--- src/hw/rtl/pcs_pkg.sv ---
`timescale 1ns / 1ps
// ----------------------------------------------------------------------------
// pcs_pkg: shared types and constants of the parallelogram column span unit
// Field widths, search bounds, register indexes and the command and status
// structures exchanged between controller and datapath.
// ----------------------------------------------------------------------------
package pcs_pkg;

  localparam int EDGE_W  = 21;
  localparam int TOTAL_W = 42;
  localparam int COL_W   = 21;
  localparam int SPAN_W  = 24;

  localparam int SEARCH_LIMIT = 8388607;

  // Search coordinates hold [-SEARCH_LIMIT, SEARCH_LIMIT].
  localparam int COORD_W = $clog2(SEARCH_LIMIT + 1) + 1;
  // An edge component after negation needs one extra bit.
  localparam int VEC_W   = EDGE_W + 1;
  localparam int MA_W    = (COORD_W > VEC_W) ? COORD_W : VEC_W;
  localparam int MB_W    = VEC_W;
  localparam int PROD_W  = MA_W + MB_W;
  localparam int CMP_W   = PROD_W + 1;

  localparam int SEARCH_STEPS = $clog2(2 * SEARCH_LIMIT + 1);
  localparam int ISSUE_COUNT  = 2 * SEARCH_STEPS;
  localparam int CNT_W        = $clog2(ISSUE_COUNT);

  localparam logic signed [COORD_W-1:0] Y_MAX = COORD_W'(SEARCH_LIMIT);
  localparam logic signed [COORD_W-1:0] Y_MIN = COORD_W'(-SEARCH_LIMIT);

  localparam int CFG_IDX_W  = 3;
  localparam int CFG_DATA_W = TOTAL_W;

  localparam logic [CFG_IDX_W-1:0] REG_EDGE_A_X   = 3'd0;
  localparam logic [CFG_IDX_W-1:0] REG_EDGE_A_Y   = 3'd1;
  localparam logic [CFG_IDX_W-1:0] REG_EDGE_B_X   = 3'd2;
  localparam logic [CFG_IDX_W-1:0] REG_EDGE_B_Y   = 3'd3;
  localparam logic [CFG_IDX_W-1:0] REG_TARGET_CNT = 3'd4;

  localparam int S_TDATA_W   = ((COL_W + 7) / 8) * 8;
  localparam int M_DATA_BITS = 2 * SPAN_W + TOTAL_W + 1;
  localparam int M_TDATA_W   = ((M_DATA_BITS + 7) / 8) * 8;
  localparam int M_TUSER_W   = 2;

  typedef enum logic [1:0] {
    MUL_CROSS,
    MUL_COLUMN,
    MUL_SEARCH
  } mul_sel_e;

  typedef struct packed {
    logic signed [EDGE_W-1:0] ax;
    logic signed [EDGE_W-1:0] ay;
    logic signed [EDGE_W-1:0] bx;
    logic signed [EDGE_W-1:0] by;
    logic [TOTAL_W-1:0]       target;
  } cfg_t;

  typedef struct packed {
    logic     load_x;
    mul_sel_e mul_sel;
    logic     prep;
    logic     load_search;
    logic     issue;
    logic     sel;
    logic     finish;
  } cmd_t;

  typedef struct packed {
    logic degenerate;
    logic out_of_range;
  } sts_t;

  typedef struct packed {
    logic signed [SPAN_W-1:0] span_low;
    logic signed [SPAN_W-1:0] span_high;
    logic [TOTAL_W-1:0]       total_points;
    logic                     total_matches;
    logic                     degenerate;
    logic                     out_of_range;
  } res_t;

endpackage

--- src/hw/rtl/pcs_ctrl.sv ---
`timescale 1ns / 1ps
// ----------------------------------------------------------------------------
// pcs_ctrl: sequencing state machine
// Steps one column through setup, the two interleaved binary searches and
// result hand-off.
// ----------------------------------------------------------------------------
module pcs_ctrl (
  input  logic          clk_i,
  input  logic          rst_ni,
  input  logic          in_valid_i,
  output logic          in_ready_o,
  input  logic          out_free_i,
  input  pcs_pkg::sts_t sts_i,
  output pcs_pkg::cmd_t cmd_o
);
  import pcs_pkg::*;

  localparam logic [2:0] ST_IDLE   = 3'd0;
  localparam logic [2:0] ST_CROSS  = 3'd1;
  localparam logic [2:0] ST_PREP   = 3'd2;
  localparam logic [2:0] ST_COLUMN = 3'd3;
  localparam logic [2:0] ST_LOAD   = 3'd4;
  localparam logic [2:0] ST_SEARCH = 3'd5;
  localparam logic [2:0] ST_DRAIN  = 3'd6;
  localparam logic [2:0] ST_FINISH = 3'd7;

  logic [2:0]       state_q, state_d;
  logic [CNT_W-1:0] cnt_q, cnt_d;
  cmd_t             cmd;

  always_comb begin
    state_d     = state_q;
    cnt_d       = cnt_q;
    cmd         = '0;
    cmd.mul_sel = MUL_SEARCH;
    in_ready_o  = 1'b0;
    case (state_q)
      ST_IDLE: begin
        in_ready_o = 1'b1;
        if (in_valid_i) begin
          cmd.load_x = 1'b1;
          state_d    = ST_CROSS;
        end
      end
      ST_CROSS: begin
        cmd.mul_sel = MUL_CROSS;
        state_d     = ST_PREP;
      end
      ST_PREP: begin
        cmd.prep = 1'b1;
        state_d  = ST_COLUMN;
      end
      ST_COLUMN: begin
        cmd.mul_sel = MUL_COLUMN;
        if (sts_i.degenerate || sts_i.out_of_range) begin
          state_d = ST_FINISH;
        end else begin
          state_d = ST_LOAD;
        end
      end
      ST_LOAD: begin
        cmd.load_search = 1'b1;
        cnt_d           = '0;
        state_d         = ST_SEARCH;
      end
      ST_SEARCH: begin
        // Even slots serve the lower-bound search, odd slots the upper one.
        cmd.issue = 1'b1;
        cmd.sel   = cnt_q[0];
        if (cnt_q == CNT_W'(ISSUE_COUNT - 1)) begin
          cnt_d   = '0;
          state_d = ST_DRAIN;
        end else begin
          cnt_d = cnt_q + CNT_W'(1);
        end
      end
      ST_DRAIN: begin
        state_d = ST_FINISH;
      end
      ST_FINISH: begin
        if (out_free_i) begin
          cmd.finish = 1'b1;
          state_d    = ST_IDLE;
        end
      end
      default: begin
        state_d = ST_IDLE;
      end
    endcase
  end

  always_ff @(posedge clk_i or negedge rst_ni) begin
    if (!rst_ni) begin
      state_q <= ST_IDLE;
      cnt_q   <= '0;
    end else begin
      state_q <= state_d;
      cnt_q   <= cnt_d;
    end
  end

  assign cmd_o = cmd;

endmodule

--- config.mk ---
export PLATFORM = sky130hd
export DESIGN_NAME = pcs_ctrl
export DESIGN_NICKNAME = d
export VERILOG_FILES = /design/src/hw/rtl/pcs_pkg.sv /design/src/hw/rtl/pcs_ctrl.sv
export SDC_FILE = /design/constraint.sdc
export NUM_CORES = 1
export LEC_CHECK = 0
export BUFFER_PORTS_ARGS = -buffer_cell sky130_fd_sc_hd__buf_2
export CAP_MARGIN = 20
export CELL_PAD_IN_SITES_DETAIL_PLACEMENT = 1
export CELL_PAD_IN_SITES_GLOBAL_PLACEMENT = 2
export CORE_UTILIZATION = 28
export DETAILED_ROUTE_END_ITERATION = 16
export GPL_TIMING_DRIVEN = 0
export PLACE_DENSITY = 0.69
export SETUP_SLACK_MARGIN = 0.15
export SYNTH_ARGS = -nofsm -noshare
export SYNTH_HDL_FRONTEND = slang
export SYNTH_SLANG_ARGS = --single-unit
--- constraint.sdc ---
create_clock -name clk_i -period 1.61 [get_ports clk_i]
set_input_delay 0.161 -clock clk_i [delete_from_list [all_inputs] [get_ports clk_i]]
set_output_delay 0.161 -clock clk_i [all_outputs]
set_load 0.05 [all_outputs]
==> impl_metrics.env <==
export IMPL_outcome="finished clean"
export IMPL_cp_data_arrival_time_ns=1.30
export IMPL_placed_area_um2=674
export IMPL_cts_buffer_depth=2
export IMPL_drt_iter0_markers=7
export IMPL_fin_area_um2=935
export IMPL_dp_cells=99
export IMPL_setup_violations=0
export IMPL_leakage_nw=0.419
export IMPL_power_switching_uw=932
export IMPL_crit_required_ns=1.45
export IMPL_place_hpwl_um=940
export IMPL_grt_start_max_net_pins=11
export IMPL_clock_latency_ns=0.27
export IMPL_final_antenna_net_count=0
export IMPL_grt_use_met2_pct=26.2
export IMPL_synth_area_mux_share_pct=1.85
export IMPL_maxSlewViolCount=0
export IMPL_overflow=0
export IMPL_setup_tns_ns=0
export IMPL_die_area_um2=2110
export IMPL_cts_made_buffers=3
export IMPL_synth_compound_area_share_pct=15.2
export IMPL_path_common_cell="buf_8"
export IMPL_seqPwrFrac_pct=22.5
export IMPL_tightest_slew_ns=0.277
export IMPL_synthXorXnorAreaFrac_pct=3.23
export IMPL_slew_headroom_pct=81.3
export IMPL_path_max_fanout=7
export IMPL_synth_adder_area_share_pct=2.31
export IMPL_comb_power_share_pct=68.3
export IMPL_fin_total_pwr_mw=2.02
export IMPL_core_area_um2=1760
export IMPL_critPathMaxStageDelay_ns=0.42
export IMPL_gp_congestion=0.696
export IMPL_rows=15
export IMPL_end_kind="output port"
export IMPL_hold_violations=0
export IMPL_rsz0062_at_grt="yes"
export IMPL_place_ws_ns=0.0193
export IMPL_initial_core_util_pct=30.7
export IMPL_io_pins=15
export IMPL_final_util_pct=53.0
export IMPL_skew_ns=0.00576
export IMPL_grt_pass1_wl_um=2540
export IMPL_syn_cell_area_um2=542
export IMPL_synth_top_family_by_area="simple AND/OR/NAND/NOR gates"
export IMPL_gr_usage_met3_pct=7.14
export IMPL_path_clk_slew_ns=0.07
export IMPL_netlist_instances=60
export IMPL_synth_seq_cells=9
export IMPL_clock_sinks=9
export IMPL_area_delta_synth_final_pct=72.5
export IMPL_cp_slowest_cell="dfrtp_1"
export IMPL_wire_per_inst_um=14.0
export IMPL_gr_usage_met1_pct=22.9
export IMPL_swShare_pct=46.2
export IMPL_htreeDepth=1
export IMPL_cts_tree="yes"
export IMPL_yosysWarnings=0
export IMPL_fp_dieW_um=46.0
export IMPL_diodes=0
export IMPL_crit_path_start_kind="flip-flop"
export IMPL_layout_cells_non_filler=117
export IMPL_antenna_found_initial=0
export IMPL_drive_above_1_share_pct=57.6
export IMPL_grt_use_total_pct=17.6
export IMPL_ir_worst_vdd_v=0.00129
export IMPL_drt_pass1_iter_count=4
export IMPL_synth_fp_nets=67
export IMPL_fin_nets=100
export IMPL_grt_pass1_vias=572
export IMPL_synth_simple_area_share_pct=33.5
export IMPL_min_path_type="in2reg"
export IMPL_dieHeight_um=46.0
export IMPL_worst_setup_path_type="reg2out"
export IMPL_dr_total_vias=562
export IMPL_syn_area_per_cell_um2=9.03
export IMPL_drc=0
export IMPL_max_freq_mhz=683
export IMPL_period_needed_ns=1.46
export IMPL_p_clk_share_pct=9.2
export IMPL_io_buffer_count=14
export IMPL_intPower_mw=1.09
export IMPL_maxCapViolCount=0
export IMPL_vias_per_cell=4.80
export IMPL_wirelength_um=1640
export IMPL_clock_root_buffer="clkbuf_4"
export IMPL_timing_hold_ws_ns=0.197
export IMPL_worst_slack_ns=0.147
export IMPL_cp_cell_sequence="buf_8 > nor3_4 > and2_4 > buf_8"
export IMPL_period_share_pct=90.9
export IMPL_grt_busiest_layer="met2"
export IMPL_seq_area_frac_synth_pct=41.6
export IMPL_cellPowerDensity_nw_per_um2=2160
export IMPL_ys_types=30
-- sequential cells by signal (all words and copies together), names as in the netlist --
| signal | flops |
|---|---|
| cnt_q | 6 |
| state_q | 3 |
-- final timing paths --
path	from	endpoint	slack [ns]	depth (start not counted)
worst max-delay path	state_q[2]$_DFFE_PN0P_	cmd_o[7]	0.15	4
worst min-delay path	in_valid_i	state_q[0]$_DFFE_PN0P_	0.20	3
worst max register to register	cnt_q[0]$_DFFE_PN0P_	state_q[0]$_DFFE_PN0P_	0.15	5
worst min register to register	cnt_q[5]$_DFFE_PN0P_	cnt_q[5]$_DFFE_PN0P_	0.58	2
max in group asynchronous	rst_ni	state_q[0]$_DFFE_PN0P_	1.11	2
min in group asynchronous	rst_ni	state_q[0]$_DFFE_PN0P_	0.29	2
-- area by class of cell --
cell class                      instances  area [um^2]
Multi-Input combinational cell         48          382
Tap cell                               25         31.3
Fill cell                             212          830
Timing Repair Buffer                   28          229
Buffer                                  3         40.0
Sequential cell                         9          226
Clock buffer                            4         26.3
-- worst max-delay path, delay by kind of cell, from the launching register on --
kind          cells  cell delay [ns]
buf+inv           2             0.28
flops             1             0.42
simple gates      2             0.33
-- kinds of logic (layout without fill, tap and decap cells) --
logic type / Yosys count / in the layout
simple gates: 33 / 33
compound gates: 11 / 11
flops: 9 / 9
buf+inv: 3 / 35
xor+xnor: 2 / 2
fa+ha+maj: 1 / 1
mux: 1 / 1
-- layout by cell type (no fill, tap or decap), types with 2 or more instances in the layout --
cell	instances
buf_4	14
dfrtp_1	8
nand2_1	7
buf_2	7
nor2_1	6
buf_6	4
buf_8	4
a21oi_1	3
clkbuf_4	3
and2_4	2
nor2_2	2
nor3b_2	2
nor4_1	2
nand4_1	2
xor2_1	2
-- Yosys cell counts (all sizes together) --
master  n  area share, %
a21o    1            1.6
nand2b  2            2.3
nand4   2            2.3
ha      1            2.3
clkbuf  2            1.4
and3    2            2.5
nand3   2            2.8
and2    2            2.3
xor2    2            3.2
a22o    2            3.5
nor2    8            5.5
nor3    1           0.92
dfrtp   9             42
a211oi  1            2.3
o21ai   1           0.92
nand2   7            4.9
a21boi  1            1.4
mux2i   1            1.8
or3     1            1.2
buf     1           0.92
nor2b   1            1.6
o22ai   1            1.2
or3b    1            2.1
nor4    2            2.3
nor3b   2            2.8
a21oi   4            4.4
-- repair_timing --
| item | CTS | global route |
|---|---|---|
| setup buffers | 7 | 6 |
| setup endpoints to repair | 13 | 12 |
| hold buffers | 1 | 0 |
| gates resized for setup | 21 | 13 |
| hold endpoints to repair | 9 | 0 |
| pin swaps | 4 | 9 |
-- routing by layer --
metal  routed length [um]  vias to the layer above
met5                    0                        -
met4                   14                        0
met3                   53                        2
met2                  791                       11
met1                  782                      270
li1                     -                      279
-- power by group through the flow --
stage | Clock [mW] | Sequential (mW) | Combinational (mW)
floorplan | 0 | 0.413 | 0.725
global placement | 0 | 0.441 | 0.885
detailed placement | 0 | 0.443 | 0.891
CTS | 0.186 | 0.436 | 1.16
global route | 0.206 | 0.471 | 1.47
finish | 0.186 | 0.453 | 1.38
Note: power is estimated with default switching activity, not from simulation.
