<file path="config.mk">
export PLATFORM = sky130hd
export DESIGN_NAME = pcs_datapath
export DESIGN_NICKNAME = d
export VERILOG_FILES = /design/src/hw/rtl/pcs_pkg.sv /design/src/hw/rtl/pcs_datapath.sv
export SDC_FILE = /design/constraint.sdc
export NUM_CORES = 2
export LEC_CHECK = 0
export ABC_AREA = 1
export BUFFER_PORTS_ARGS = -buffer_cell sky130_fd_sc_hd__clkbuf_2
export CORE_UTILIZATION = 60
export DETAILED_ROUTE_END_ITERATION = 6
export PLACE_DENSITY = 0.77
export REMOVE_ABC_BUFFERS = 1
export SKIP_LAST_GASP = 1
export SLEW_MARGIN = 20
export SYNTH_ARGS = -nofsm -noshare
export SYNTH_HDL_FRONTEND = slang
export SYNTH_SLANG_ARGS = --single-unit
</file>
<file path="constraint.sdc">
create_clock -name clk_i -period 12.3 [get_ports clk_i]
set_clock_uncertainty 0.2 [all_clocks]
set_input_delay 2.46 -clock clk_i [delete_from_list [all_inputs] [get_ports clk_i]]
set_output_delay 2.46 -clock clk_i [all_outputs]
set_load 0.05 [all_outputs]
</file>
<file path="src/hw/rtl/pcs_pkg.sv">
`timescale 1ns / 1ps
// ----------------------------------------------------------------------------
// pcs_pkg: shared types and constants of the parallelogram column span unit
// Field widths, search bounds, register indexes and the command and status
// structures exchanged between controller and datapath.
// ----------------------------------------------------------------------------
package pcs_pkg;

  localparam int EDGE_W  = 21;
  localparam int TOTAL_W = 42;
  localparam int COL_W   = 21;
  localparam int SPAN_W  = 24;

  localparam int SEARCH_LIMIT = 8388607;

  // Search coordinates hold [-SEARCH_LIMIT, SEARCH_LIMIT].
  localparam int COORD_W = $clog2(SEARCH_LIMIT + 1) + 1;
  // An edge component after negation needs one extra bit.
  localparam int VEC_W   = EDGE_W + 1;
  localparam int MA_W    = (COORD_W > VEC_W) ? COORD_W : VEC_W;
  localparam int MB_W    = VEC_W;
  localparam int PROD_W  = MA_W + MB_W;
  localparam int CMP_W   = PROD_W + 1;

  localparam int SEARCH_STEPS = $clog2(2 * SEARCH_LIMIT + 1);
  localparam int ISSUE_COUNT  = 2 * SEARCH_STEPS;
  localparam int CNT_W        = $clog2(ISSUE_COUNT);

  localparam logic signed [COORD_W-1:0] Y_MAX = COORD_W'(SEARCH_LIMIT);
  localparam logic signed [COORD_W-1:0] Y_MIN = COORD_W'(-SEARCH_LIMIT);

  localparam int CFG_IDX_W  = 3;
  localparam int CFG_DATA_W = TOTAL_W;

  localparam logic [CFG_IDX_W-1:0] REG_EDGE_A_X   = 3'd0;
  localparam logic [CFG_IDX_W-1:0] REG_EDGE_A_Y   = 3'd1;
  localparam logic [CFG_IDX_W-1:0] REG_EDGE_B_X   = 3'd2;
  localparam logic [CFG_IDX_W-1:0] REG_EDGE_B_Y   = 3'd3;
  localparam logic [CFG_IDX_W-1:0] REG_TARGET_CNT = 3'd4;

  localparam int S_TDATA_W   = ((COL_W + 7) / 8) * 8;
  localparam int M_DATA_BITS = 2 * SPAN_W + TOTAL_W + 1;
  localparam int M_TDATA_W   = ((M_DATA_BITS + 7) / 8) * 8;
  localparam int M_TUSER_W   = 2;

  typedef enum logic [1:0] {
    MUL_CROSS,
    MUL_COLUMN,
    MUL_SEARCH
  } mul_sel_e;

  typedef struct packed {
    logic signed [EDGE_W-1:0] ax;
    logic signed [EDGE_W-1:0] ay;
    logic signed [EDGE_W-1:0] bx;
    logic signed [EDGE_W-1:0] by;
    logic [TOTAL_W-1:0]       target;
  } cfg_t;

  typedef struct packed {
    logic     load_x;
    mul_sel_e mul_sel;
    logic     prep;
    logic     load_search;
    logic     issue;
    logic     sel;
    logic     finish;
  } cmd_t;

  typedef struct packed {
    logic degenerate;
    logic out_of_range;
  } sts_t;

  typedef struct packed {
    logic signed [SPAN_W-1:0] span_low;
    logic signed [SPAN_W-1:0] span_high;
    logic [TOTAL_W-1:0]       total_points;
    logic                     total_matches;
    logic                     degenerate;
    logic                     out_of_range;
  } res_t;

endpackage

</file>
<file path="src/hw/rtl/pcs_datapath.sv">
`timescale 1ns / 1ps
// ----------------------------------------------------------------------------
// pcs_datapath: edge normalization, edge tests and span accumulation
// Two registered multipliers serve the cross product, the per-column terms
// and every search probe; the four tests against the edges reduce to
// compares of a probe product against per-column thresholds.
// ----------------------------------------------------------------------------
module pcs_datapath (
  input  logic                      clk_i,
  input  logic                      rst_ni,
  input  pcs_pkg::cmd_t             cmd_i,
  input  pcs_pkg::cfg_t             cfg_i,
  input  logic [pcs_pkg::COL_W-1:0] column_i,
  output pcs_pkg::sts_t             sts_o,
  output pcs_pkg::res_t             res_o
);
  import pcs_pkg::*;

  logic signed [EDGE_W-1:0] ax_s, ay_s, bx_s, by_s;
  logic [COL_W-1:0]         x_q;

  logic signed [MA_W-1:0]   m_a0, m_a1;
  logic signed [MB_W-1:0]   m_b0, m_b1;
  logic signed [PROD_W-1:0] prod0_q, prod1_q;

  logic signed [VEC_W-1:0]  nax, nay, nbx, nby;
  logic signed [CMP_W-1:0]  cross_w;
  logic                     flip;
  logic [VEC_W:0]           far_x;
  logic signed [VEC_W-1:0]  px_q, py_q, qx_q, qy_q;
  logic signed [CMP_W-1:0]  d_q;
  logic                     degen_q, oor_q;

  logic signed [CMP_W-1:0]  xpy_q, xqy_q, xpyd_q, xqyd_q;
  logic signed [COORD_W-1:0] lo1_q, hi1_q, lo2_q, hi2_q;

  logic signed [COORD_W-1:0] i_lo, i_hi, mid;
  logic signed [COORD_W:0]   i_diff, i_half;
  logic signed [COORD_W-1:0] mid_q;
  logic                      eval_valid_q, eval_sel_q;

  logic signed [COORD_W-1:0] e_lo, e_hi;
  logic signed [CMP_W-1:0]   p0, p1;
  logic                      active, t1, t2, t3, t4, below, above;

  logic signed [COORD_W+1:0] len;
  logic [TOTAL_W-1:0]        len_ext, base, new_total, total_q;
  res_t                      res;

  assign ax_s = cfg_i.ax;
  assign ay_s = cfg_i.ay;
  assign bx_s = cfg_i.bx;
  assign by_s = cfg_i.by;

  always_ff @(posedge clk_i) begin
    if (cmd_i.load_x) begin
      x_q <= column_i;
    end
  end

  // Probe coordinate of the search issued this cycle.
  always_comb begin
    i_lo   = cmd_i.sel ? lo2_q : lo1_q;
    i_hi   = cmd_i.sel ? hi2_q : hi1_q;
    i_diff = (COORD_W+1)'(i_hi) - (COORD_W+1)'(i_lo);
    if (cmd_i.sel) begin
      i_half = (i_diff + (COORD_W+1)'(1)) >>> 1;
    end else begin
      i_half = i_diff >>> 1;
    end
    mid = COORD_W'((COORD_W+1)'(i_lo) + i_half);
  end

  always_comb begin
    case (cmd_i.mul_sel)
      MUL_CROSS: begin
        m_a0 = MA_W'(ax_s);
        m_b0 = MB_W'(by_s);
        m_a1 = MA_W'(ay_s);
        m_b1 = MB_W'(bx_s);
      end
      MUL_COLUMN: begin
        m_a0 = MA_W'({1'b0, x_q});
        m_b0 = py_q;
        m_a1 = MA_W'({1'b0, x_q});
        m_b1 = qy_q;
      end
      default: begin
        m_a0 = MA_W'(mid);
        m_b0 = px_q;
        m_a1 = MA_W'(mid);
        m_b1 = qx_q;
      end
    endcase
  end

  always_ff @(posedge clk_i) begin
    prod0_q <= PROD_W'(m_a0) * PROD_W'(m_b0);
    prod1_q <= PROD_W'(m_a1) * PROD_W'(m_b1);
    mid_q   <= mid;
  end

  // Normalize both vectors to non-negative x, then order them so that
  // the cross product is positive.
  always_comb begin
    nax     = ax_s[EDGE_W-1] ? -VEC_W'(ax_s) : VEC_W'(ax_s);
    nay     = ax_s[EDGE_W-1] ? -VEC_W'(ay_s) : VEC_W'(ay_s);
    nbx     = bx_s[EDGE_W-1] ? -VEC_W'(bx_s) : VEC_W'(bx_s);
    nby     = bx_s[EDGE_W-1] ? -VEC_W'(by_s) : VEC_W'(by_s);
    cross_w = CMP_W'(prod0_q) - CMP_W'(prod1_q);
    flip    = cross_w[CMP_W-1] ^ ax_s[EDGE_W-1] ^ bx_s[EDGE_W-1];
    far_x   = {1'b0, nax} + {1'b0, nbx};
  end

  always_ff @(posedge clk_i) begin
    if (cmd_i.prep) begin
      px_q    <= flip ? nbx : nax;
      py_q    <= flip ? nby : nay;
      qx_q    <= flip ? nax : nbx;
      qy_q    <= flip ? nay : nby;
      d_q     <= cross_w[CMP_W-1] ? -cross_w : cross_w;
      degen_q <= (cross_w == '0);
      oor_q   <= ((VEC_W+1)'(x_q) > far_x);
    end
  end

  assign sts_o.degenerate   = degen_q;
  assign sts_o.out_of_range = oor_q;

  // Evaluation of the probe issued in the cycle before.
  always_comb begin
    e_lo   = eval_sel_q ? lo2_q : lo1_q;
    e_hi   = eval_sel_q ? hi2_q : hi1_q;
    active = eval_valid_q && (e_lo < e_hi);
    p0     = CMP_W'(prod0_q);
    p1     = CMP_W'(prod1_q);
    t1     = p0 < xpy_q;
    t2     = p1 >= xqy_q;
    t3     = p1 < xqyd_q;
    t4     = p0 >= xpyd_q;
    below  = t1 || (!t2 && t3);
    above  = !t1 && (t2 || (!t3 && t4));
  end

  always_ff @(posedge clk_i or negedge rst_ni) begin
    if (!rst_ni) begin
      eval_valid_q <= 1'b0;
      eval_sel_q   <= 1'b0;
    end else begin
      eval_valid_q <= cmd_i.issue;
      eval_sel_q   <= cmd_i.sel;
    end
  end

  always_ff @(posedge clk_i) begin
    if (cmd_i.load_search) begin
      xpy_q  <= CMP_W'(prod0_q);
      xqy_q  <= CMP_W'(prod1_q);
      xpyd_q <= CMP_W'(prod0_q) + d_q;
      xqyd_q <= CMP_W'(prod1_q) - d_q;
      lo1_q  <= Y_MIN;
      hi1_q  <= Y_MAX;
      lo2_q  <= Y_MIN;
      hi2_q  <= Y_MAX;
    end else if (active) begin
      if (!eval_sel_q) begin
        if (below) begin
          lo1_q <= mid_q + COORD_W'(1);
        end else begin
          hi1_q <= mid_q;
        end
      end else begin
        if (above) begin
          hi2_q <= mid_q - COORD_W'(1);
        end else begin
          lo2_q <= mid_q;
        end
      end
    end
  end

  // Span length may be zero or negative; it is added as a signed value.
  always_comb begin
    len       = (COORD_W+2)'(lo2_q) - (COORD_W+2)'(lo1_q) + (COORD_W+2)'(1);
    len_ext   = TOTAL_W'(len);
    base      = (x_q == '0) ? '0 : total_q;
    new_total = base + len_ext;
  end

  always_ff @(posedge clk_i or negedge rst_ni) begin
    if (!rst_ni) begin
      total_q <= '0;
    end else if (cmd_i.finish && !degen_q && !oor_q) begin
      total_q <= new_total;
    end
  end

  always_comb begin
    res = '0;
    if (degen_q) begin
      res.degenerate = 1'b1;
    end else if (oor_q) begin
      res.total_points  = total_q;
      res.total_matches = (total_q == cfg_i.target);
      res.out_of_range  = 1'b1;
    end else begin
      res.span_low      = SPAN_W'(lo1_q);
      res.span_high     = SPAN_W'(lo2_q);
      res.total_points  = new_total;
      res.total_matches = (new_total == cfg_i.target);
    end
  end

  assign res_o = res;

endmodule

</file>
==> reports/results.txt <==
The run finished, with violations left. The checks that failed: DRC, setup timing. The average instance area after synthesis was 7.627 sq um; the routed via count was 84777. The met3 capacity usage during global routing is 0.08351. After detailed routing, the number of vias per cell comes to 5.775. During synthesis, Yosys emitted a total of 0 warnings.

The most area-hungry cell type in the Yosys netlist is sky130_fd_sc_hd__fa_1. Fraction of the cycle the final worst path needs: 1.021. The worst register-to-register path has a depth of 56.

The first global-routing pass estimated 474200 um of wire. The congestion estimate from routability-driven global placement came to 1.048. The total of flip-flops plus latches after synthesis is 600.

For this block, the initial DRC count from the detailed router was 8440. The placement row count was 141; the initial core utilization was 0.6036. The area overhead of the layout relative to synthesis was 18.08%; the maximum level of the CTS H-tree was 3. The die is 387.4 um wide.

Number of non-filler instances in the completed layout: 14679. The relative slew slack came out at 0.2098. The worst hold path belongs to the class reg -> reg. The synthesized netlist occupies a cell area of 89130 sq um. The slowest stage cell on the critical path was sky130_fd_sc_hd__fa_1. The simple-gate share of the synthesized area is 0.1962.

The share of async-settable or async-resettable flops after synthesis was 0.07333. The final layout contains 14711 nets. The shortest period the worst path allows was 12.56 ns.

The commonest cells after synthesis are sky130_fd_sc_hd__inv_1, sky130_fd_sc_hd__nand2_1, sky130_fd_sc_hd__nor2_1. The tools report the worst setup slack after layout as -0.2605 ns. The sum of overflow across all layers after global routing was 0. For this block, the routed nets add up to 318100 um of wire. For the setup slack on the worst flop-to-flop path, the log shows 1.20 ns. Static timing analysis puts the maximum clock frequency at 79.61 MHz. At the later pin of the worst-skew pair, clock insertion delay measures 0.72 ns. The worst reg2reg path endpoint is prod1_q[45]. The worst register-to-register path begins at lo1_q[0]. The count of buffers added on input and output ports is 251. In this run, synthesis inferred 344 flip-flops with an integrated enable. At the pin with the least slew margin, the transition time is 1.185 ns. The total area inside the core boundary comes to 147700 sq um.

The number of primary I/O pins was 252. STA puts the critical path data arrival time at 12.95 ns. The proportion of netlist area held by the largest area contributor works out to 0.2363. Setup repair after global routing could not meet its margin everywhere. The tools report the via count of the first global-routing pass as 84629. Main combinational cell family by area after synthesis: adder cells. The fraction of met2 tracks used by global routing is 0.6641. The tool flagged a number of max-cap violations equal to 0. TritonCTS created 74 clock buffers. After technology mapping, the gate count stands at 11686. The pre-CTS setup slack was -1.633 ns. The netlist uses 80 different library cells. The count of final hold-check violations was 0; the portion of the post-synthesis area used by sequential elements was 0.1759.

The adder-cell share of the synthesized area is 0.3511. Busiest metal layer after global routing: met2. For this design, the CTS-stage hold fixing added 0 buffers.

The half-perimeter wire length after detailed placement came out at 252900 um. Ranked by total cell area, the synthesized netlist is headed by sky130_fd_sc_hd__fa_1, sky130_fd_sc_hd__edfxtp_1, sky130_fd_sc_hd__ha_1, sky130_fd_sc_hd__inv_1, sky130_fd_sc_hd__nand2_1. The root buffer cell chosen for the clock tree is sky130_fd_sc_hd__clkbuf_16. The die is 387.4 um tall.

The met1 usage in global routing is 0.5180, and the remaining number of nets flagged by the antenna check after routing is 0. The initial antenna violation count came out at 11. sky130_fd_sc_hd__inv_1 is the most common cell in the netlist. The worst hold path terminates at hi1_q[4].

Worst min-delay path startpoint: hi1_q[4]. The maximum cell stage delay along the critical path came out at 0.60 ns. Setup violations remaining at the end of the flow were counted as 8. The compound-gate portion of the synthesized area works out to 0.09987. The area enclosed by the die boundary was 150100 sq um; the xor/xnor share of the synthesized area was 0.05330.

The share of cell area taken by muxes after synthesis is 0.003397. TritonCTS built the clock tree. The worst setup path is captured at a register. The required time of the worst setup path was 12.69 ns; the number of instances on the worst hold path was 2. The most common flop cell mapped by yosys is sky130_fd_sc_hd__edfxtp_1. The post-detailed-route wirelength per cell came out at 21.67 um. The startpoint-to-endpoint class of the critical path is in -> reg.

The first TritonRoute pass finished after 7 iterations. The pin count of the biggest net entering global routing was 109; the worst-path maximum fanout was 10. The number of placed instances, taps included, is 14428. The tools report the kind of start point of the critical path as an input port. The DRC violation count after routing was 5; the TritonCTS sink count was 600. The max-slew violation count is 0, and the deepest clock path buffer count is 3.

The share of post-route cells with drive strength above 1 is 0.1625. Clock-pin slew was measured on the worst setup and hold paths at 0.06 ns. The run gives 0.4098 as the overall track demand over capacity in global routing.
flip-flops by register name (all words and copies together) (netlist names):
name / count
d_q: 47
degen_q: 1
eval_sel_q: 1
eval_valid_q: 1
hi1_q: 24
hi2_q: 24
lo1_q: 24
lo2_q: 24
mid_q: 24
oor_q: 1
prod0_q: 46
prod1_q: 46
px_q: 22
py_q: 22
qx_q: 22
qy_q: 22
total_q: 42
x_q: 21
xpy_q: 46
xpyd_q: 47
xqy_q: 46
xqyd_q: 47
cell families after synthesis:
logic type	Yosys count
flip-flops	600
multiplexers	27
adder cells (fa/ha/maj)	1870
XOR/XNOR	539
buffers and inverters	2823
AND/OR/NAND/NOR	4243
other	1
AO/OA/AOI/OAI	1583
cells in the final DEF (no fill, tap or decap), drive strengths merged, types with 149 or more instances in the layout:
cell type / count
buf: 966
fa: 1052
nand2: 2377
ha: 818
nand3: 414
dfxtp: 212
xor2: 390
nor2: 1096
inv: 2512
o21ai: 520
xnor2: 149
edfxtp: 344
a21oi: 710
clkbuf: 353
how the worst max path moves through the flow:
stage,slack [ns],start,cells past startpoint,endpoint
2_1_floorplan,-0.46,cmd_i[1],57,prod1_q[44]
3_3_place_gp,-1.43,cmd_i[1],58,prod1_q[45]
3_5_place_dp,-1.63,cmd_i[1],55,prod1_q[45]
4_1_cts,-0.02,cmd_i[1],55,prod0_q[43]
5_1_grt,-0.69,cmd_i[1],60,prod1_q[45]
6_report,-0.26,cmd_i[1],58,prod1_q[45]
through the flow:
step,hold slack [ns],setup TNS (ns),cell area [sq um],utilization
3_3_place_gp,0.2377,-51.87,98330,0.6659
2_1_floorplan,0.2289,-5.419,87900,-
5_1_grt,0.2751,-13.84,105200,0.7127
6_report,0.2580,-0.6053,105200,0.7127
4_1_cts,0.2580,-0.05401,101700,0.6890
3_5_place_dp,0.2441,-62.51,98330,0.6659
metal layers:
| metal | vias to the layer above | wire, um |
|---|---|---|
| li1 | 38476 | - |
| met5 | - | 51 |
| met3 | 1053 | 32070 |
| met2 | 4722 | 145700 |
| met1 | 40518 | 120400 |
| met4 | 8 | 19920 |
critical path, delay by kind of cell:
| family | cells | cell delay, ns |
|---|---|---|
| xor gates and xnor gates | 5 | 1.02 |
| AOI/OAI and AO/OA | 5 | 0.92 |
| buffers and inverters | 17 | 1.86 |
| adders and majority gates | 9 | 4.21 |
| and+or+nand+nor | 22 | 2.46 |
final cells by class:
class	count	area, sq um
antenna	6	15.01
sequential	600	15680
tap	1930	2415
multi-input combinational	8266	65800
clock buffer	100	2180
fill	11570	42420
timing repair buffer	1219	9176
clock inverter	35	470.5
inverter	2523	9507
timing repair:
item	CTS	global route
gates cloned	0	5
endpoints found under the setup margin	51	55
buffers inserted	20	91
pin swaps	56	256
hold endpoints to repair	0	0
gates resized for setup	159	648
Power is left out: the tool's default activity adds up to more than one toggle a clock period on the data nets, which glitch-free logic cannot reach.
