`src/hw/rtl/pcs_pkg.sv`:
```
`timescale 1ns / 1ps
// ----------------------------------------------------------------------------
// pcs_pkg: shared types and constants of the parallelogram column span unit
// Field widths, search bounds, register indexes and the command and status
// structures exchanged between controller and datapath.
// ----------------------------------------------------------------------------
package pcs_pkg;

  localparam int EDGE_W  = 21;
  localparam int TOTAL_W = 42;
  localparam int COL_W   = 21;
  localparam int SPAN_W  = 24;

  localparam int SEARCH_LIMIT = 8388607;

  // Search coordinates hold [-SEARCH_LIMIT, SEARCH_LIMIT].
  localparam int COORD_W = $clog2(SEARCH_LIMIT + 1) + 1;
  // An edge component after negation needs one extra bit.
  localparam int VEC_W   = EDGE_W + 1;
  localparam int MA_W    = (COORD_W > VEC_W) ? COORD_W : VEC_W;
  localparam int MB_W    = VEC_W;
  localparam int PROD_W  = MA_W + MB_W;
  localparam int CMP_W   = PROD_W + 1;

  localparam int SEARCH_STEPS = $clog2(2 * SEARCH_LIMIT + 1);
  localparam int ISSUE_COUNT  = 2 * SEARCH_STEPS;
  localparam int CNT_W        = $clog2(ISSUE_COUNT);

  localparam logic signed [COORD_W-1:0] Y_MAX = COORD_W'(SEARCH_LIMIT);
  localparam logic signed [COORD_W-1:0] Y_MIN = COORD_W'(-SEARCH_LIMIT);

  localparam int CFG_IDX_W  = 3;
  localparam int CFG_DATA_W = TOTAL_W;

  localparam logic [CFG_IDX_W-1:0] REG_EDGE_A_X   = 3'd0;
  localparam logic [CFG_IDX_W-1:0] REG_EDGE_A_Y   = 3'd1;
  localparam logic [CFG_IDX_W-1:0] REG_EDGE_B_X   = 3'd2;
  localparam logic [CFG_IDX_W-1:0] REG_EDGE_B_Y   = 3'd3;
  localparam logic [CFG_IDX_W-1:0] REG_TARGET_CNT = 3'd4;

  localparam int S_TDATA_W   = ((COL_W + 7) / 8) * 8;
  localparam int M_DATA_BITS = 2 * SPAN_W + TOTAL_W + 1;
  localparam int M_TDATA_W   = ((M_DATA_BITS + 7) / 8) * 8;
  localparam int M_TUSER_W   = 2;

  typedef enum logic [1:0] {
    MUL_CROSS,
    MUL_COLUMN,
    MUL_SEARCH
  } mul_sel_e;

  typedef struct packed {
    logic signed [EDGE_W-1:0] ax;
    logic signed [EDGE_W-1:0] ay;
    logic signed [EDGE_W-1:0] bx;
    logic signed [EDGE_W-1:0] by;
    logic [TOTAL_W-1:0]       target;
  } cfg_t;

  typedef struct packed {
    logic     load_x;
    mul_sel_e mul_sel;
    logic     prep;
    logic     load_search;
    logic     issue;
    logic     sel;
    logic     finish;
  } cmd_t;

  typedef struct packed {
    logic degenerate;
    logic out_of_range;
  } sts_t;

  typedef struct packed {
    logic signed [SPAN_W-1:0] span_low;
    logic signed [SPAN_W-1:0] span_high;
    logic [TOTAL_W-1:0]       total_points;
    logic                     total_matches;
    logic                     degenerate;
    logic                     out_of_range;
  } res_t;

endpackage

```
`src/hw/rtl/pcs_cfg_regs.sv`:
```
`timescale 1ns / 1ps
// ----------------------------------------------------------------------------
// pcs_cfg_regs: configuration register file
// Holds edge vectors A and B and the target count; writes to unused indexes
// are dropped.
// ----------------------------------------------------------------------------
module pcs_cfg_regs (
  input  logic                          clk_i,
  input  logic                          rst_ni,
  input  logic                          wr_en_i,
  input  logic [pcs_pkg::CFG_IDX_W-1:0] wr_index_i,
  input  logic [pcs_pkg::CFG_DATA_W-1:0] wr_data_i,
  output pcs_pkg::cfg_t                 cfg_o
);
  import pcs_pkg::*;

  cfg_t cfg_q;

  always_ff @(posedge clk_i or negedge rst_ni) begin
    if (!rst_ni) begin
      cfg_q.ax     <= EDGE_W'(1);
      cfg_q.ay     <= '0;
      cfg_q.bx     <= '0;
      cfg_q.by     <= EDGE_W'(1);
      cfg_q.target <= '0;
    end else if (wr_en_i) begin
      case (wr_index_i)
        REG_EDGE_A_X:   cfg_q.ax     <= wr_data_i[EDGE_W-1:0];
        REG_EDGE_A_Y:   cfg_q.ay     <= wr_data_i[EDGE_W-1:0];
        REG_EDGE_B_X:   cfg_q.bx     <= wr_data_i[EDGE_W-1:0];
        REG_EDGE_B_Y:   cfg_q.by     <= wr_data_i[EDGE_W-1:0];
        REG_TARGET_CNT: cfg_q.target <= wr_data_i[TOTAL_W-1:0];
        default: ;
      endcase
    end
  end

  assign cfg_o = cfg_q;

endmodule

```
`config.mk`:
```
export PLATFORM = sky130hd
export DESIGN_NAME = pcs_cfg_regs
export DESIGN_NICKNAME = d
export VERILOG_FILES = /design/src/hw/rtl/pcs_pkg.sv /design/src/hw/rtl/pcs_cfg_regs.sv
export SDC_FILE = /design/constraint.sdc
export NUM_CORES = 1
export LEC_CHECK = 0
export ABC_AREA = 1
export BUFFER_PORTS_ARGS = -buffer_cell sky130_fd_sc_hd__buf_2
export CELL_PAD_IN_SITES_DETAIL_PLACEMENT = 1
export CELL_PAD_IN_SITES_GLOBAL_PLACEMENT = 1
export CORE_MARGIN = 2
export CORE_UTILIZATION = 39
export DETAILED_ROUTE_END_ITERATION = 8
export HOLD_SLACK_MARGIN = 0.03
export PLACE_DENSITY_LB_ADDON = 0.1
export SYNTH_ARGS = -nofsm -noshare
export SYNTH_HDL_FRONTEND = slang
export SYNTH_SLANG_ARGS = --single-unit
```
`constraint.sdc`:
```
create_clock -name clk_i -period 1.1 [get_ports clk_i]
set_input_delay 0.11 -clock clk_i [delete_from_list [all_inputs] [get_ports clk_i]]
set_output_delay 0.11 -clock clk_i [all_outputs]
set_load 0.005 [all_outputs]
```
==> metrics.txt, run 1 <==
global routing's busiest layer=met2; Mapped Area=5020 sq um; #FFs+latches synth=126; Sinks on Clock Net=126; Yosys top cell area share=0.618; area of the core=12600 sq um; most common cell after layout, fill and taps aside=nand2_1; CP Max Fanout=2; vias in the first global route=5204; Die W=117 microns; final net count=831; CTS root buf=clkbuf_16; Clock Skew=0 ps; gr ovfl total=0; CTS tree=built; Cell Rows=41; Avg Cell Area, Syn=8.98 sq um; Synth Net Count=607; drt drc=0; Overall Power=13600 uW; Worst Hold Class=input port to asynchronous set/reset pin; Initial Util=0.399; worst path bufs/invs=1; minimum clock period=1180 ps; total die area=13800 sq um; Worst-Skew Late Latency=420 ps; slew at the pin closest to its max-slew limit=441 ps; met2 Use GR=0.440; Syn Inst Count=559; Final period util=1.08; Yosys warning count=0; initial antenna violation count=0; Power Dens Cells=1910 nW/um^2; crit path DAT=1070 ps; status=finished, violations left; slack of the critical path=-83.0 ps; largest net degree at the start of global routing=43; Port Buffers=173; # diodes=0; DRT Pass-1 Iters=4; Area growth, synth to finish=42.0%; Critical Path Slowest Stage Cell=dfstp_2; final WL=16700 microns; sequential share of the synthesized area=0.629; Overall Global Routing Usage=0.253; Synth Area in Compound Gates=0; Slew headroom=0.705; Die Ht=117 microns; crit path cell chain=buf_6; Setup Crit Path Kind=flip-flop to output port; first-pass GRT wire length=27300 microns; drt via density=4.86; placed cell areas=6150 sq um; fmax=845 MHz; final estimated routing congestion in global placement=0.803; failing checks=setup timing; clock-pin slew on the worst setup and hold paths=50 ps; fraction of layout cells with a size suffix above 1=0.291; Setup crit start kind=flip-flop; via count=4709; final instance area=7130 sq um; remaining antenna violation count=0; Hold Vio Cnt, Final=0; clock buffer depth=2; Fillers=1518; LEAKAGE=0.00405 uW; Detailed Place HPWL=11300 microns; Yosys top cell by area=dfrtp_1; Max-Cap Viols=0; post-synthesis adder-cell area fraction=0; Data required, critical path=990 ps; mux cell area share after synthesis=0; Area contributors post-synth=dfrtp_1 (62%), nand2_1 (21%), nand3_1 (10%); area of the multi-input gates=1620 sq um; CP endpoint kind=output port; Worst VDD drop=0.00109 V; Top Family by Delay on Critical Path=flip-flops; initial drt markers=170; commonest cells after routing, fill and taps aside=nand2_1 (280), buf_2 (169), dfrtp_1 (124); post-synthesis simple-gate area fraction=0.322; RSZ-0062 raised after global routing=true; Slew Limit Fails=0; Reg area=3160 sq um; Netlist cell types=14; CTS buffer count=17; CP max stage delay=560 ps; Synth Area in XOR/XNOR=0; met3 Usage GRT=0.0851; H-tree lvl count=4; largest family of logic cells by synthesized area=simple AND/OR/NAND/NOR gates; final setup fails=2; Largest register FFs=126; grt met1 use=0.293; Routed WL per cell=17.2 microns; I/O pin count=174
-- path summary, 6_finish.rpt --
path	start	to	slack (ps)	cells past startpoint
max reg2reg	cfg_o[42]	cfg_o[42]	360	2
min in group clk_i	wr_index_i[2]	cfg_o[105]	200	5
min reg2reg	cfg_o[70]	cfg_o[70]	460	2
min	rst_ni	cfg_o[92]	130	2
max	cfg_o[42]	cfg_o[42]	-80	1
max in group asynchronous	rst_ni	cfg_o[105]	420	3
-- where the power goes --
part	total [uW]	internal (uW)	switching [uW]	leakage, uW
Combinational	2560	1190	1370	0.00220
Sequential	6040	5520	517	0.00158
Clock	5000	3060	1930	0.000262
-- cell usage after synthesis --
library cell / number
buf_2: 20
buf_4: 13
buf_6: 2
clkbuf_1: 1
dfrtp_1: 124
dfstp_2: 2
inv_1: 5
inv_2: 1
nand2_1: 280
nand2_2: 1
nand3_1: 105
nor2_1: 1
nor2_2: 3
nor2_4: 1
-- cell type report --
class / instances / share of cell area
clock buffers: 23 / 0.0629
clock inverters: 9 / 0.00983
inverters: 6 / 0.00316
multi-input cells: 391 / 0.228
flip-flops and latches: 126 / 0.443
well taps: 172 / 0.0302
repair buffers: 241 / 0.224
-- layer usage --
layer / wire length, microns / vias to the layer above
li1: - / 2211
met1: 6680 / 2338
met2: 8700 / 136
met3: 981 / 24
met4: 286 / 0
met5: 0 / -
-- stage by stage --
stage,utilization,hold WS [ps],setup slack (ps),TNS (ps),std cells
floorplan,-,-186,291,0,559
global placement,0.489,-4.47,-5.24,-5.24,892
detailed placement,0.489,-4.17,-53.9,-814,892
CTS,0.566,111,-95.6,-169,967
global route,0.567,122,-104,-199,968
finish,0.567,133,-83.0,-145,968
-- cell families (layout without fill, tap and decap cells) --
kind of cell | Yosys count | count (layout)
simple gates | 391 | 391
flops | 126 | 126
buf+inv | 42 | 279
-- repair_timing --
item,4_1_cts,5_1_grt
setup buffers,0,1
setup endpoints to repair,2,4
cloned,0,0
gates resized for setup,2,1
hold buffers,43,0
endpoints found under the hold margin,238,0
pin swaps,0,0
No activity file was read; power rests on OpenSTA's default activity.
==> run 2: changes to the inputs <==
Settings changed: ABC_AREA 1 to unset, BUFFER_PORTS_ARGS -buffer_cell sky130_fd_sc_hd__buf_2 to -buffer_cell sky130_fd_sc_hd__buf_4, CORE_UTILIZATION 39 to 43, MAX_ROUTING_LAYER set to met4.
==> metrics.txt, run 2 <==
final setup fails=2; Layout Cells excl Fill=672; final estimated routing congestion in global placement=0.726; CP endpoint kind=output port; Area contributors post-synth=dfrtp_1 (63%), mux2_2 (19%), mux2_4 (12%); Hold Vio Cnt, Final=0; worst-case reg-to-reg path depth=2; vias in the first global route=3629; status=finished, violations left; Yosys top cell by area=dfrtp_1; RSZ-0062 raised after global routing=true; Routed WL per cell=20.2 microns; total die area=12300 sq um; H-tree lvl count=4; CP max stage delay=540 ps; Initial Util=0.435; initial antenna violation count=0; placed cell areas=6490 sq um; Worst-Skew Late Latency=420 ps; initial drt markers=113; CTS tree=built; largest family of logic cells by synthesized area=multiplexers; Synth Area in XOR/XNOR=0; worst path bufs/invs=1; Worst Hold Class=input port to asynchronous set/reset pin; Area growth, synth to finish=55.5%; CP Max Fanout=2; Slew headroom=0.773; Synth Net Count=318; final WL=13600 microns; Post-synth top cells=dfrtp_1 (124), mux2_2 (85), mux2_4 (40); Post-synth EDFFs=0; Mapped Area=4930 sq um; top_reg_cell synth=dfrtp_1; CTS root buf=clkbuf_16; first-pass GRT wire length=21000 microns; clock-pin slew on the worst setup and hold paths=60 ps; clock buffer depth=2; Max-Cap Viols=0; R2R setup slack=160 ps; largest net degree at the start of global routing=65; Data required, critical path=990 ps; most common cell after layout, fill and taps aside=buf_4; async set-reset flop share out of synthesis=1.00; area of the core=11300 sq um; Top Family by Delay on Critical Path=flip-flops; gr ovfl total=0; final instance area=7660 sq um; drt via density=4.84; Final period util=1.05; post-synthesis adder-cell area fraction=0; commonest cells after routing, fill and taps aside=buf_4 (181), dfrtp_1 (124), mux2_2 (85); Detailed Place HPWL=8050 microns; fmax=863 MHz; sequential share of the synthesized area=0.641; remaining antenna violation count=0; hold_ws=76.6 ps; Yosys warning count=0; dpl cells=586; via count=3255; Largest register FFs=126; Power Dens Cells=2090 nW/um^2; Setup crit start kind=flip-flop; Syn Inst Count=270; I/O pin count=174; slack of the critical path=-59.0 ps; LEAKAGE=0.00365 uW; Clock Skew=0 ps; worst r2r dst=cfg_o[30]; DRT Pass-1 Iters=4; Die Ht=111 microns; Worst VDD drop=0.00138 V; Critical Path Slowest Stage Cell=dfstp_2; CTS buffer count=17; slew at the pin closest to its max-slew limit=341 ps; TNS Setup=-115 ps; fraction of layout cells with a size suffix above 1=0.679; Yosys top cell area share=0.630; crit path DAT=1050 ps; Die W=111 microns; Overall Global Routing Usage=0.232; Avg Cell Area, Syn=18.2 sq um; Netlist cell types=12; Setup Crit Path Kind=flip-flop to output port; Cell Rows=39; failing checks=setup timing; Synth Area in Compound Gates=0; reg2reg start=cfg_o[30]; # diodes=0; mux cell area share after synthesis=0.319; #FFs+latches synth=126; Slew Limit Fails=0; drt drc=0; post-synthesis simple-gate area fraction=0.0119; final net count=564; Port Buffers=173; minimum clock period=1160 ps; Sinks on Clock Net=126; crit path cell chain=buf_6; most numerous cell in the Yosys netlist=dfrtp_1
run 2: changes by cell type in the layout (fill, tap and decap cells not counted), sizes merged:
cell / previous run / this run
bufinv: 1 / 5
nand4b: 0 / 1
mux2: 0 / 126
inv: 6 / 0
buf: 198 / 197
nand2: 281 / 0
nand3: 105 / 0
nor2: 5 / 0
nor4b: 0 / 1
clkbuf: 23 / 18
clkinvlp: 0 / 1
and4bb: 0 / 2
nor4bb: 0 / 1
run 2: power by group:
group,switching (uW),total [uW],internal [uW]
Sequential,621,6300,5680
Clock,2030,6010,3980
Combinational,1190,3720,2530
run 2: timing repair:
item	4_1_cts	5_1_grt
hold buffers	43	0
endpoints found under the hold margin	252	0
buffers inserted	0	11
setup endpoints to repair	2	16
gates resized for setup	2	5
run 2: worst max path at each step:
stage                       start         end  slack (ps)  depth (start not counted)
floorplan           wr_index_i[0]   cfg_o[10]         -50                          4
global placement    wr_index_i[0]   cfg_o[41]        -260                          5
detailed placement  wr_index_i[0]   cfg_o[41]        -300                          5
CTS                    cfg_o[105]  cfg_o[105]         -80                          1
global route            cfg_o[42]   cfg_o[42]         -90                          1
finish                  cfg_o[42]   cfg_o[42]         -60                          1
run 2: area by class of cell:
type	instances	area (sq um)
Tap cell	143	179
Timing Repair Buffer	240	2050
Multi-Input combinational cell	131	1650
Clock buffer	18	429
Sequential cell	126	3160
Clock inverter	14	198
Fill cell	1022	3660
run 2: per-stage QoR:
step | worst slack, ps | total power (uW) | utilization
after floorplan | -45.3 | 7500 | -
after global placement | -263 | 9620 | 0.574
after detailed placement | -299 | 9760 | 0.574
after CTS | -75.5 | 16000 | 0.668
after global routing | -90.1 | 16800 | 0.677
final | -59.0 | 16000 | 0.677
run 2: logic make-up after synthesis:
logic type,after synthesis
buf+inv,13
flops,126
mux,126
simple gates,5
run 2: metal layers:
metal | wire [microns] | share of wire | vias up | global-route usage
li1 | - | - | 1458 | -
met1 | 5590 | 0.41 | 1666 | 0.273
met2 | 7020 | 0.52 | 111 | 0.378
met3 | 777 | 0.057 | 20 | 0.0804
met4 | 213 | 0.016 | 0 | 0.0733
met5 | 0 | 0 | - | -
==> run 3: changes to the inputs <==
Settings changed: CTS_BUF_LIST set to sky130_fd_sc_hd__clkbuf_16.
==> metrics.txt, run 3 (synthesized netlist as in run 2, its figures left out) <==
status=finished, violations left; failing checks=setup timing; Final period util=1.08; largest net degree at the start of global routing=65; Largest register FFs=126; Initial Util=0.435; TNS Setup=-147 ps; CTS root buf=clkbuf_16; DR WL met3=814 microns; final instance area=7660 sq um; Slew headroom=0.773; Setup crit start kind=flip-flop; DRT Pass-1 Iters=4; clock buffer depth=2; slew at the pin closest to its max-slew limit=341 ps; Cell Rows=39; via count=3256; met2 routed WL=7190 microns; crit path DAT=1080 ps; crit path cell chain=buf_6; Worst VDD drop=0.00122 V; RSZ-0062 raised after global routing=true; fmax=842 MHz; drt drc=0; Layout Cells excl Fill=672; Worst-Skew Late Latency=410 ps; Area growth, synth to finish=55.6%; Setup Crit Path Kind=flip-flop to output port; minimum clock period=1190 ps; Top Family by Delay on Critical Path=flip-flops; Critical Path Slowest Stage Cell=dfstp_2; vias in the first global route=3629; clock-pin slew on the worst setup and hold paths=60 ps; final net count=564; metal1 wirelength=5530 microns; Hold Vio Cnt, Final=0; Worst Hold Class=input port to asynchronous set/reset pin; Port Buffers=173; Die W=111 microns; final estimated routing congestion in global placement=0.726; Overall Global Routing Usage=0.232; fraction of layout cells with a size suffix above 1=0.679; Power Dens Cells=2090 nW/um^2; pre-CTS setup slack=-299 ps; worst path bufs/invs=1; LEAKAGE=0.00366 uW; initial drt markers=90; Sinks on Clock Net=126; CP endpoint kind=output port; I/O pin count=174; H-tree lvl count=4; total die area=12300 sq um; area of the core=11300 sq um; Max-Cap Viols=0; CTS tree=built; slack of the critical path=-88.1 ps; Clock Skew=0 ps; Data required, critical path=990 ps; placed cell areas=6490 sq um; first-pass GRT wire length=21000 microns; Detailed Place HPWL=8050 microns; Overall Power=16100 uW; Die Ht=111 microns; dpl cells=586; max layer used=met4; final setup fails=2; remaining antenna violation count=0; commonest cells after routing, fill and taps aside=buf_4 (180), dfrtp_1 (124), mux2_2 (85); CTS buffer count=17; final WL=13700 microns; drt via density=4.85; CP max stage delay=560 ps; most common cell after layout, fill and taps aside=buf_4; Slew Limit Fails=0; gr ovfl total=0; initial antenna violation count=0; Routed WL per cell=20.4 microns; # diodes=0; CP Max Fanout=2
-- run 3: cell type report --
class	count	area, sq um
Multi-Input combinational cell	131	1650
Clock buffer	17	425
Sequential cell	126	3160
Clock inverter	15	201
Fill cell	1020	3660
Timing Repair Buffer	240	2050
Tap cell	143	179
-- run 3: path summary, 6_finish.rpt --
kind / start / end / slack [ps] / depth (start not counted)
setup / recovery: cfg_o[105] / cfg_o[105] / -90 / 1
hold / removal: rst_ni / cfg_o[106] / 80 / 2
setup reg to reg: cfg_o[120] / cfg_o[120] / 160 / 2
hold reg to reg: cfg_o[118] / cfg_o[118] / 500 / 1
max in group asynchronous: rst_ni / cfg_o[53] / 430 / 3
min in group clk_i: wr_index_i[2] / cfg_o[118] / 290 / 4
-- run 3: power by group --
group	switching (uW)	leakage, uW	internal [uW]	total, uW
clock network	2030	0.000317	3970	6000
registers	638	0.00151	5680	6320
logic	1200	0.00183	2530	3740
-- run 3: metrics by stage --
stage / hold WS, ps / utilization
final: 83.1 / 0.677
after global routing: 84.9 / 0.677
after CTS: 66.9 / 0.668
after detailed placement: -32.5 / 0.574
after global placement: -37.0 / 0.574
after floorplan: -186 / -
-- run 3: worst reg2reg max path, stage by stage (launching register included) --
cell     delay (ps)
dfrtp_1         410
buf_4           140
mux2_2          270
-- run 3: metal layers --
metal,vias up,global-route usage
met5,-,-
met4,0,0.0733
met3,19,0.0804
met2,113,0.378
met1,1669,0.273
li1,1455,-
-- run 3: timing repair --
item	CTS	global route
pin swaps	0	0
hold endpoints to repair	252	0
gates resized for setup	2	6
hold buffers	43	0
setup buffers	0	11
endpoints found under the setup margin	2	17
